### config.mk
export PLATFORM = sky130hd
export DESIGN_NAME = video_scanline_list_sequencer
export DESIGN_NICKNAME = d
export VERILOG_FILES = /design/src/hw/rtl/vsls_pkg.sv /design/src/hw/rtl/vsls_csr.sv /design/src/hw/rtl/vsls_core.sv /design/src/hw/rtl/video_scanline_list_sequencer.sv
export SDC_FILE = /design/constraint.sdc
export NUM_CORES = 1
export LEC_CHECK = 0
export ABC_AREA = 1
export BUFFER_PORTS_ARGS = -buffer_cell sky130_fd_sc_hd__buf_4
export CAP_MARGIN = 20
export CORE_UTILIZATION = 62
export CTS_BUF_LIST = sky130_fd_sc_hd__clkbuf_4
export DETAILED_ROUTE_END_ITERATION = 7
export GPL_ROUTABILITY_DRIVEN = 1
export GPL_TIMING_DRIVEN = 1
export MAX_ROUTING_LAYER = met4
export PLACE_DENSITY = 0.87
export SLEW_MARGIN = 20
export SYNTH_ARGS = -nofsm -noshare
export SYNTH_HDL_FRONTEND = slang
export SYNTH_HIERARCHICAL = 1
export SYNTH_SLANG_ARGS = --single-unit
### constraint.sdc
create_clock -name clock -period 6.5 [get_ports clock]
set_input_delay 1.3 -clock clock [delete_from_list [all_inputs] [get_ports clock]]
set_output_delay 1.3 -clock clock [all_outputs]
set_load 0.05 [all_outputs]
### src/hw/rtl/vsls_pkg.sv
// Shared types and constants for the scan-line list sequencer.
// Used by every module of the block; depends on nothing.
`default_nettype none

package vsls_pkg;

   localparam int FP_W        = 8;
   localparam int SYNC_W      = 8;
   localparam int BP_W        = 8;
   localparam int ACTIVE_W    = 10;
   localparam int WORDS_W     = 9;
   localparam int SYNC_END_W  = 9;
   localparam int BLANK_END_W = 10;
   localparam int LINE_W      = 11;
   localparam int FRAME_W     = 32;

   localparam int CSR_INDEX_W = 3;
   localparam int CSR_DATA_W  = 10;
   localparam int REQ_DATA_W  = 8;
   localparam int RSP_DATA_W  = 56;
   localparam int RSP_USER_W  = 2;

   localparam logic [FP_W-1:0]     FP_RESET     = 8'd10;
   localparam logic [SYNC_W-1:0]   SYNC_RESET   = 8'd2;
   localparam logic [BP_W-1:0]     BP_RESET     = 8'd33;
   localparam logic [ACTIVE_W-1:0] ACTIVE_RESET = 10'd480;
   localparam logic [WORDS_W-1:0]  WORDS_RESET  = 9'd160;
   localparam logic [LINE_W-1:0]   LINE_RESET   = 11'd2;

   localparam logic [WORDS_W-1:0] BLANK_LIST_WORDS = 9'd7;
   localparam logic [WORDS_W-1:0] ACTIVE_CMD_WORDS = 9'd9;

   typedef enum logic [CSR_INDEX_W-1:0] {
      CSR_FRONT_PORCH  = 3'd0,
      CSR_SYNC         = 3'd1,
      CSR_BACK_PORCH   = 3'd2,
      CSR_ACTIVE       = 3'd3,
      CSR_PIXEL_WORDS  = 3'd4
   } csr_index_type;

   typedef enum logic [1:0] {
      KIND_VSYNC_ON   = 2'd0,
      KIND_VSYNC_OFF  = 2'd1,
      KIND_ACTIVE_CMD = 2'd2,
      KIND_PIXELS     = 2'd3
   } list_kind_type;

   typedef struct packed {
      logic [FP_W-1:0]     front_porch_lines;
      logic [SYNC_W-1:0]   sync_lines;
      logic [BP_W-1:0]     back_porch_lines;
      logic [ACTIVE_W-1:0] active_lines;
      logic [WORDS_W-1:0]  pixel_line_words;
   } timing_type;

   typedef struct packed {
      logic                finished_channel;
      list_kind_type       list_kind;
      logic [ACTIVE_W-1:0] active_line;
      logic [WORDS_W-1:0]  transfer_words;
      logic                frame_end;
      logic [FRAME_W-1:0]  frame_tally;
   } result_type;

endpackage

`default_nettype wire

### src/hw/rtl/vsls_csr.sv
// Timing register file of the scan-line list sequencer.
// Depends on vsls_pkg for the register indexes and the timing struct.
`default_nettype none

module vsls_csr (
   input  wire                               clock,
   input  wire                               reset,
   input  wire                               csr_valid,
   output logic                              csr_ready,
   input  wire  [vsls_pkg::CSR_INDEX_W-1:0]  csr_index,
   input  wire  [vsls_pkg::CSR_DATA_W-1:0]   csr_data,
   output vsls_pkg::timing_type              timing
);

   vsls_pkg::timing_type timing_ff;
   vsls_pkg::timing_type timing_in;
   logic                 write_en;

   assign csr_ready = 1'b1;
   assign write_en  = csr_valid && csr_ready;
   assign timing    = timing_ff;

   always_comb begin
      timing_in = timing_ff;
      if (write_en) begin
         unique case (vsls_pkg::csr_index_type'(csr_index))
            vsls_pkg::CSR_FRONT_PORCH: begin
               timing_in.front_porch_lines = csr_data[vsls_pkg::FP_W-1:0];
            end
            vsls_pkg::CSR_SYNC: begin
               timing_in.sync_lines = csr_data[vsls_pkg::SYNC_W-1:0];
            end
            vsls_pkg::CSR_BACK_PORCH: begin
               timing_in.back_porch_lines = csr_data[vsls_pkg::BP_W-1:0];
            end
            vsls_pkg::CSR_ACTIVE: begin
               timing_in.active_lines = csr_data[vsls_pkg::ACTIVE_W-1:0];
            end
            vsls_pkg::CSR_PIXEL_WORDS: begin
               timing_in.pixel_line_words = csr_data[vsls_pkg::WORDS_W-1:0];
            end
            default: begin
               timing_in = timing_ff;
            end
         endcase
      end
   end

   always_ff @(posedge clock) begin
      if (reset) begin
         timing_ff.front_porch_lines <= vsls_pkg::FP_RESET;
         timing_ff.sync_lines        <= vsls_pkg::SYNC_RESET;
         timing_ff.back_porch_lines  <= vsls_pkg::BP_RESET;
         timing_ff.active_lines      <= vsls_pkg::ACTIVE_RESET;
         timing_ff.pixel_line_words  <= vsls_pkg::WORDS_RESET;
      end else begin
         timing_ff <= timing_in;
      end
   end

endmodule

`default_nettype wire

### src/hw/rtl/vsls_core.sv
// Line sequencing state and list selection of the scan-line list sequencer.
// Depends on vsls_pkg for the timing and result structs and the list kinds.
`default_nettype none

module vsls_core (
   input  wire                   clock,
   input  wire                   reset,
   input  wire                   step,
   input  vsls_pkg::timing_type  timing,
   output vsls_pkg::result_type  result
);

   logic [vsls_pkg::LINE_W-1:0]      line_counter_ff, line_counter_in;
   logic                             cmdlist_posted_ff, cmdlist_posted_in;
   logic                             pong_next_ff;
   logic [vsls_pkg::FRAME_W-1:0]     frame_count_ff, frame_count_in;

   logic [vsls_pkg::SYNC_END_W-1:0]  sync_end;
   logic [vsls_pkg::BLANK_END_W-1:0] blank_end;
   logic [vsls_pkg::LINE_W-1:0]      total;
   logic [vsls_pkg::LINE_W-1:0]      line_offset;
   logic [vsls_pkg::LINE_W:0]        line_inc;
   logic                             in_sync;
   logic                             in_blank;
   logic                             wrap;

   assign sync_end  = {1'b0, timing.front_porch_lines} + {1'b0, timing.sync_lines};
   assign blank_end = {1'b0, sync_end} + {2'b00, timing.back_porch_lines};
   assign total     = {1'b0, blank_end} + {1'b0, timing.active_lines};

   assign in_sync  = (line_counter_ff >= {3'b000, timing.front_porch_lines})
                  && (line_counter_ff < {2'b00, sync_end});
   assign in_blank = line_counter_ff < {1'b0, blank_end};

   assign line_offset = line_counter_ff - {1'b0, blank_end};
   assign line_inc    = {1'b0, line_counter_ff} + {{vsls_pkg::LINE_W{1'b0}}, 1'b1};
   assign wrap        = line_inc >= {1'b0, total};

   always_comb begin
      result.finished_channel = pong_next_ff;
      result.active_line      = '0;
      cmdlist_posted_in       = cmdlist_posted_ff;
      priority if (in_sync) begin
         result.list_kind      = vsls_pkg::KIND_VSYNC_ON;
         result.transfer_words = vsls_pkg::BLANK_LIST_WORDS;
      end else if (in_blank) begin
         result.list_kind      = vsls_pkg::KIND_VSYNC_OFF;
         result.transfer_words = vsls_pkg::BLANK_LIST_WORDS;
      end else if (!cmdlist_posted_ff) begin
         result.list_kind      = vsls_pkg::KIND_ACTIVE_CMD;
         result.transfer_words = vsls_pkg::ACTIVE_CMD_WORDS;
         cmdlist_posted_in     = 1'b1;
      end else begin
         result.list_kind      = vsls_pkg::KIND_PIXELS;
         result.transfer_words = timing.pixel_line_words;
         result.active_line    = line_offset[vsls_pkg::ACTIVE_W-1:0];
         cmdlist_posted_in     = 1'b0;
      end

      line_counter_in  = line_counter_ff;
      frame_count_in   = frame_count_ff;
      result.frame_end = 1'b0;
      if (!cmdlist_posted_in) begin
         if (wrap) begin
            line_counter_in  = '0;
            frame_count_in   = frame_count_ff + 32'd1;
            result.frame_end = 1'b1;
         end else begin
            line_counter_in = line_inc[vsls_pkg::LINE_W-1:0];
         end
      end
      result.frame_tally = frame_count_in;
   end

   always_ff @(posedge clock) begin
      if (reset) begin
         line_counter_ff   <= vsls_pkg::LINE_RESET;
         cmdlist_posted_ff <= 1'b0;
         pong_next_ff      <= 1'b0;
         frame_count_ff    <= '0;
      end else if (step) begin
         line_counter_ff   <= line_counter_in;
         cmdlist_posted_ff <= cmdlist_posted_in;
         pong_next_ff      <= !pong_next_ff;
         frame_count_ff    <= frame_count_in;
      end
   end

endmodule

`default_nettype wire

### src/hw/rtl/video_scanline_list_sequencer.sv
// Accepted items wait in the input register; their results in the result register.
// Throughput: one item per cycle; the input register and the result register
// each move on as soon as the next stage can take their item.
// Items with transfer_done low are dropped in the input register and give no result.
// Reset is synchronous and active high: registers return to their default timing,
// the line counter to 2, the channel to ping and the frame count to zero.
`default_nettype none

module video_scanline_list_sequencer (
   input  wire                              clock,
   input  wire                              reset,
   input  wire                              req_tvalid,
   output logic                             req_tready,
   // [0] transfer_done, [7:1] zero
   input  wire  [vsls_pkg::REQ_DATA_W-1:0]  req_tdata,
   output logic                             rsp_tvalid,
   input  wire                              rsp_tready,
   // [0] finished_channel, [10:1] active_line, [19:11] transfer_words,
   // [51:20] frame_tally, [55:52] zero
   output logic [vsls_pkg::RSP_DATA_W-1:0]  rsp_tdata,
   // [1:0] list_kind
   output logic [vsls_pkg::RSP_USER_W-1:0]  rsp_tuser,
   output logic                             rsp_tlast,
   input  wire                              csr_valid,
   output logic                             csr_ready,
   input  wire  [vsls_pkg::CSR_INDEX_W-1:0] csr_index,
   input  wire  [vsls_pkg::CSR_DATA_W-1:0]  csr_data
);

   vsls_pkg::timing_type timing;
   vsls_pkg::result_type core_result;
   vsls_pkg::result_type rsp_result_ff;

   logic in_valid_ff, in_valid_in;
   logic in_done_ff;
   logic rsp_valid_ff, rsp_valid_in;
   logic out_free;
   logic in_fire;
   logic step;
   logic req_fire;

   vsls_csr u_csr (
      .clock     (clock),
      .reset     (reset),
      .csr_valid (csr_valid),
      .csr_ready (csr_ready),
      .csr_index (csr_index),
      .csr_data  (csr_data),
      .timing    (timing)
   );

   vsls_core u_core (
      .clock  (clock),
      .reset  (reset),
      .step   (step),
      .timing (timing),
      .result (core_result)
   );

   assign out_free   = !rsp_valid_ff || rsp_tready;
   assign in_fire    = in_valid_ff && (!in_done_ff || out_free);
   assign step       = in_fire && in_done_ff;
   assign req_tready = !in_valid_ff || in_fire;
   assign req_fire   = req_tvalid && req_tready;

   always_comb begin
      in_valid_in = in_valid_ff;
      if (req_fire) begin
         in_valid_in = 1'b1;
      end else if (in_fire) begin
         in_valid_in = 1'b0;
      end
      rsp_valid_in = rsp_valid_ff;
      if (step) begin
         rsp_valid_in = 1'b1;
      end else if (rsp_tready) begin
         rsp_valid_in = 1'b0;
      end
   end

   always_ff @(posedge clock) begin
      if (reset) begin
         in_valid_ff  <= 1'b0;
         rsp_valid_ff <= 1'b0;
      end else begin
         in_valid_ff  <= in_valid_in;
         rsp_valid_ff <= rsp_valid_in;
      end
   end

   always_ff @(posedge clock) begin
      if (req_fire) begin
         in_done_ff <= req_tdata[0];
      end
      if (step) begin
         rsp_result_ff <= core_result;
      end
   end

   assign rsp_tvalid = rsp_valid_ff;
   assign rsp_tdata  = {4'b0000,
                        rsp_result_ff.frame_tally,
                        rsp_result_ff.transfer_words,
                        rsp_result_ff.active_line,
                        rsp_result_ff.finished_channel};
   assign rsp_tuser  = rsp_result_ff.list_kind;
   assign rsp_tlast  = rsp_result_ff.frame_end;

endmodule

`default_nettype wire

* After elaboration in Yosys (flattened, before gate mapping)
Index checks and enable logic that the tools add are counted.
** Word-level totals
- Register bits after elaboration :: 146
- Input port bits :: 26
- Output and inout bits :: 62
- Logic and storage cells :: 72
** Cells by class
- Add/sub/neg operators :: 6
- Order comparisons :: 4
- Equal/unequal tests :: 4
- Multiplexer cells :: 14
- Bitwise operators :: 2
- Reductions and logical operators :: 22
** Operators by type and width (count)
- 2-to-1 mux 32 bit :: 2
- adder 32 x 1 -> 32 bit (second input constant) :: 1
- adder 11 x 1 -> 12 bit (second input constant) :: 1
- greater-or-equal comparator 12 x 11 -> 1 bit :: 1
- AND reduction 2 bit :: 6
- adder 10 x 10 -> 11 bit :: 1
- greater-or-equal comparator 11 x 8 -> 1 bit :: 1
- less-than comparator 11 x 10 -> 1 bit :: 1
- less-than comparator 11 x 9 -> 1 bit :: 1
- 2-to-1 mux 11 bit :: 1
- adder 9 x 8 -> 10 bit :: 1
- 2-to-1 mux 1 bit :: 10
- subtractor 10 bit :: 1
- adder 8 x 8 -> 9 bit :: 1
- == test 3 x 2 -> 1 bit (second input constant) :: 2
- logical AND 1 bit :: 4
- zero test 1 bit :: 4
- 2-to-1 mux 4 bit :: 1
- nonzero test 2 bit :: 2
- == test 3 x 1 -> 1 bit (second input constant) :: 1
- == test 3 bit (second input constant) :: 1
- zero test 3 bit :: 1
- logical OR 1 bit :: 3
- OR reduction 3 bit :: 1
- 2 further kinds :: 3

* Longest topological paths before layout
- Word-level depth :: 7
- Depth in mapped cells :: 39
- Depth with buffers taken out :: 37

* Cells and area by module
Netlist, hierarchy kept.
** Modules (own cells, without submodules)
- vsls_core :: instances 1, cells each 1072, area each 6130.9 µm², sequential area each 900.9 µm²
- video_scanline_list_sequencer :: instances 1, cells each 74, area each 1813.0 µm², sequential area each 1721.7 µm²
- vsls_csr :: instances 1, cells each 250, area each 1715.4 µm², sequential area each 860.8 µm²

* Worst setup path before layout
OpenSTA, ideal clock, no wires.
- Path type :: in2reg
- Start point :: input rsp_tready
- End point :: register u_core/frame_count_ff[0] (netlist name)
- Setup time :: 56 ps
- Arrival time :: 5165 ps
- Data required time :: 6444 ps
- Slack :: 1280 ps
- Cell stages on the path :: 7
- Path buffers :: 1
- Path through :: nor2_4 > nor2_1 > clkinv_1 > clkbuf_1 > a21oi_1 > nand2_1 > inv_1
** On the way
- Cells in the longest elaborated chain, start to end :: 4
** RTL lines
- start, declared :: line video_scanline_list_sequencer.sv:17 : input wire rsp_tready,
- logical OR 1 bit :: line video_scanline_list_sequencer.sv:60 : assign out_free = !rsp_valid_ff || rsp_tready;
- logical OR 1 bit :: line video_scanline_list_sequencer.sv:61 : assign in_fire = in_valid_ff && (!in_done_ff || out_free);
- logical AND 1 bit :: line video_scanline_list_sequencer.sv:61
- logical AND 1 bit :: line video_scanline_list_sequencer.sv:62 : assign step = in_fire && in_done_ff;
- end signal, assigned :: line vsls_core.sv:85 : frame_count_ff <= frame_count_in;
- end, declared :: line vsls_core.sv:16 : logic [vsls_pkg::FRAME_W-1:0] frame_count_ff, frame_count_in;
No other way between the ends.
A chain may end at the register's enable or synchronous reset.

* Final worst setup path
- Start point :: register u_csr.timing_ff (netlist bit u_csr/timing[35])
- End point :: register u_core/frame_count_ff[1] (netlist name)
** On the way
- Cells in the longest elaborated chain, start to end :: 6
- Elaborated cells between the ends (all ways) :: 12
- Classes of those cells :: add/sub: 3; order compare: 4; mux: 4; reduce/logical: 1
** RTL lines
- start, declared :: line vsls_csr.sv:15 : vsls_pkg::timing_type timing_ff;
- start signal, assigned :: line vsls_csr.sv:57 : timing_ff <= timing_in;
- adder 8 x 8 -> 9 bit :: line vsls_core.sv:27 : assign sync_end = {1'b0, timing.front_porch_lines} + {1'b0, timing.sync_lines};
- adder 9 x 8 -> 10 bit :: line vsls_core.sv:28 : assign blank_end = {1'b0, sync_end} + {2'b00, timing.back_porch_lines};
- adder 10 x 10 -> 11 bit or less-than comparator 11 x 10 -> 1 bit (tied branches) :: line vsls_core.sv:29, vsls_core.sv:33
- greater-or-equal comparator 12 x 11 -> 1 bit or 2-to-1 mux 1 bit (tied branches) :: line vsls_core.sv:37, vsls_core.sv:46
- 2-to-1 mux 32 bit or 2-to-1 mux 1 bit (tied branches) :: line vsls_core.sv:64, vsls_core.sv:43
- 2-to-1 mux 32 bit * :: line vsls_core.sv:63 : if (!cmdlist_posted_in) begin
Every way passes the cells marked *; elsewhere a longest branch is shown, timed or not.

==> metrics.yaml <==
crit_type: "reg2reg"
initial_core_util: 0.635
final_cells: 1653
internal-power_mw: 1.34
cp_slowest_stage_delay_ns: 0.57
rsz0062_at_grt: "false"
finClkSkew_ns: 0.0260
drcViolationCount: 0
peakVddDrop_v: 0.000136
seq_area_frac_synth: 0.361
totalPowerFinal_mw: 2.16
clk_path_buf_depth: 2
clock-root-buffer: "clkbuf_4"
finalSetupTns_ns: 0
min_period_ns: 5.82
nets: 1547
timing.fmax_mhz: 172
routedWlPerCell_um: 14.8
ys_ff_latch: 146
synthArstFlopShare: 0
fin_crit_sh: 0.895
die_h_um: 127
htreeDepth: 4
power.switching_mw: 0.817
area_growth_syn_to_layout_pct: 8.61
drt_iter0_markers: 1128
status: "finished, final reports clean"
ant_nets: 0
drtPass1Iterations: 8
synth_cell_types: 40
track_usage: 0.322
finalSetupViolations: 0
io_buffers: 75
clock_latency_ns: 0.58
nFillCells: 1342
synth_area_um2: 9660
critPathArrivalTime_ns: 6.30
avgSynthCellArea_um2: 6.92
slew_headroom: 0.337
synth-edff-count: 56
cap_viol_max_count: 0
hp-class: "reg2reg"
grt_pass1_wl_mm: 39.7
post-synth-top-count-cell: "nand2_1"
first_global_vias: 8287
cts_tree: "done"
hold_violations: 0
synth_warnings: 6
die_w_um: 127
post_cts_buffers: 0
syn_inst: 1396
vias: 9223
cts_resized: 0
synth.largest_area_cell: "dfxtp_1"
dieArea_um2: 16100
io_pins: 88
cts-buffers-inserted: 17
grt_max_degree: 88
critPathMostFrequentCell: "nand2_1"
dp_cells: 1620
cp_max_fo: 38
powerDensity_nw_per_um2: 206
rows: 45
start_kind: "register"
cp_top_family: "adder cells"
synth_top_flop_cell: "dfxtp_1"
clockPowerShare: 0.234
place_congestion: 0.958
power_frac_seq: 0.476
clock_sinks: 146
fin_util: 0.690
leakage_nw: 5.18
drt-total-wl_mm: 24.4
cts.reportedPaths.clkPinSlew_ns: 0.12
crit_buf_inv: 5
tightest_slew_ns: 0.988
synth_top_area_frac: 0.187
grt_overflow: 0
dp_hpwl_mm: 17.9
swShare: 0.378
cp-end-kind: "register"
critPathRequiredTime_ns: 6.98
final_layout_size_suffix_gt1_frac: 0.0902
yosys-top-cells-area: "dfxtp_1 19%, edfxtp_1 17%, nand2_1 16%"
final_max_slew_viol_count: 0
via_per_inst: 5.58
antenna_found_initial: 1
power_frac_comb: 0.291
crit_slowest_cell: "o311ai_0"
core_um2: 15200
synth_commonest_cells: "419 x nand2_1, 172 x nor2_1, 169 x nand3_1"
holdWs_ns: 0.471
holdBufCountCts: 0
[registers in the layout, summed over array words and instances (netlist names)]
signal and flops:
in_done_ff 1, u_core/line_counter_ff 11, rsp_tdata 52, rsp_tuser 2, u_core/pong_next_ff 1, u_core/cmdlist_posted_ff 1, rsp_tlast 1, u_csr/timing 43
u_core/frame_count_ff 32, in_valid_ff 1, rsp_tvalid 1
[cell type report]
class                      instances  area, µm²  share of cell area
timing repair buffer              82        616              0.0587
inverter                         171        642              0.0612
tap                              188        235              0.0224
sequential                       146       3480               0.332
antenna                            2       5.00            0.000477
multi-input combinational       1033       5280               0.503
clock buffer                      19        143              0.0136
clock inverter                    12       86.3             0.00823
[cell families after synthesis]
| group | after synthesis | share of synthesized area |
|---|---|---|
| buffers and inverters | 220 | 0.0946 |
| AND/OR/NAND/NOR | 805 | 0.347 |
| adder cells (fa/ha/maj) | 70 | 0.0938 |
| XOR/XNOR | 50 | 0.0453 |
| flip-flops | 146 | 0.361 |
| other | 2 | 0.000777 |
| AO/OA/AOI/OAI | 103 | 0.0580 |
[power groups by stage]
| stage | Clock [mW] | Combinational [mW] | Sequential, mW |
|---|---|---|---|
| 2_1_floorplan | 0 | 0.440 | 1.08 |
| 3_3_place_gp | 0 | 0.598 | 1.05 |
| 3_5_place_dp | 0 | 0.612 | 1.05 |
| 4_1_cts | 0.512 | 0.616 | 1.03 |
| 5_1_grt | 0.553 | 0.696 | 1.03 |
| 6_report | 0.505 | 0.628 | 1.03 |
[layer usage]
layer  part of all wire  vias to the layer above  global-route usage
li1                   -                     4582                   -
met4              0.016                        0              0.0952
met2               0.44                      471               0.484
met1               0.45                     4137               0.435
met3               0.10                       33              0.0709
met5                  0                        -                   -
[cell usage in the layout (no fill, tap or decap), drive strengths merged, types with 3 or more instances in the layout]
cell      netlist  final
xor2           38     38
conb            2      5
inv           169    172
xnor2          12     12
nand3         170    170
a21o            5      5
ha             66     66
o21bai          3      3
edfxtp         56     56
fa              4      4
nand2         422    422
clkinv          2      5
buf            29     82
clkinvlp        0      6
nor4            3      3
nand4           8      8
nor2          178    178
dfxtp          90     90
clkbuf         20     19
a21oi          72     72
nor3           19     19
o21ai          15     15
[through the flow]
step	setup WS (ns)	instance area, µm²
floorplan	1.28	9670
global placement	0.941	10300
detailed placement	0.819	10300
CTS	0.768	10500
global route	0.161	10500
finish	0.680	10500
[worst paths after layout]
| check | slack [ns] | depth (start not counted) | to | start |
|---|---|---|---|---|
| setup reg to reg | 0.68 | 31 | u_core/frame_count_ff[1] | u_csr/timing[35] |
| setup / recovery | 0.68 | 31 | u_core/frame_count_ff[1] | u_csr/timing[35] |
| hold reg to reg | 0.47 | 0 | rsp_tdata[0] | u_core/pong_next_ff |
| hold / removal | 0.47 | 0 | rsp_tdata[0] | u_core/pong_next_ff |
No activity file was read; power rests on OpenSTA's default activity.
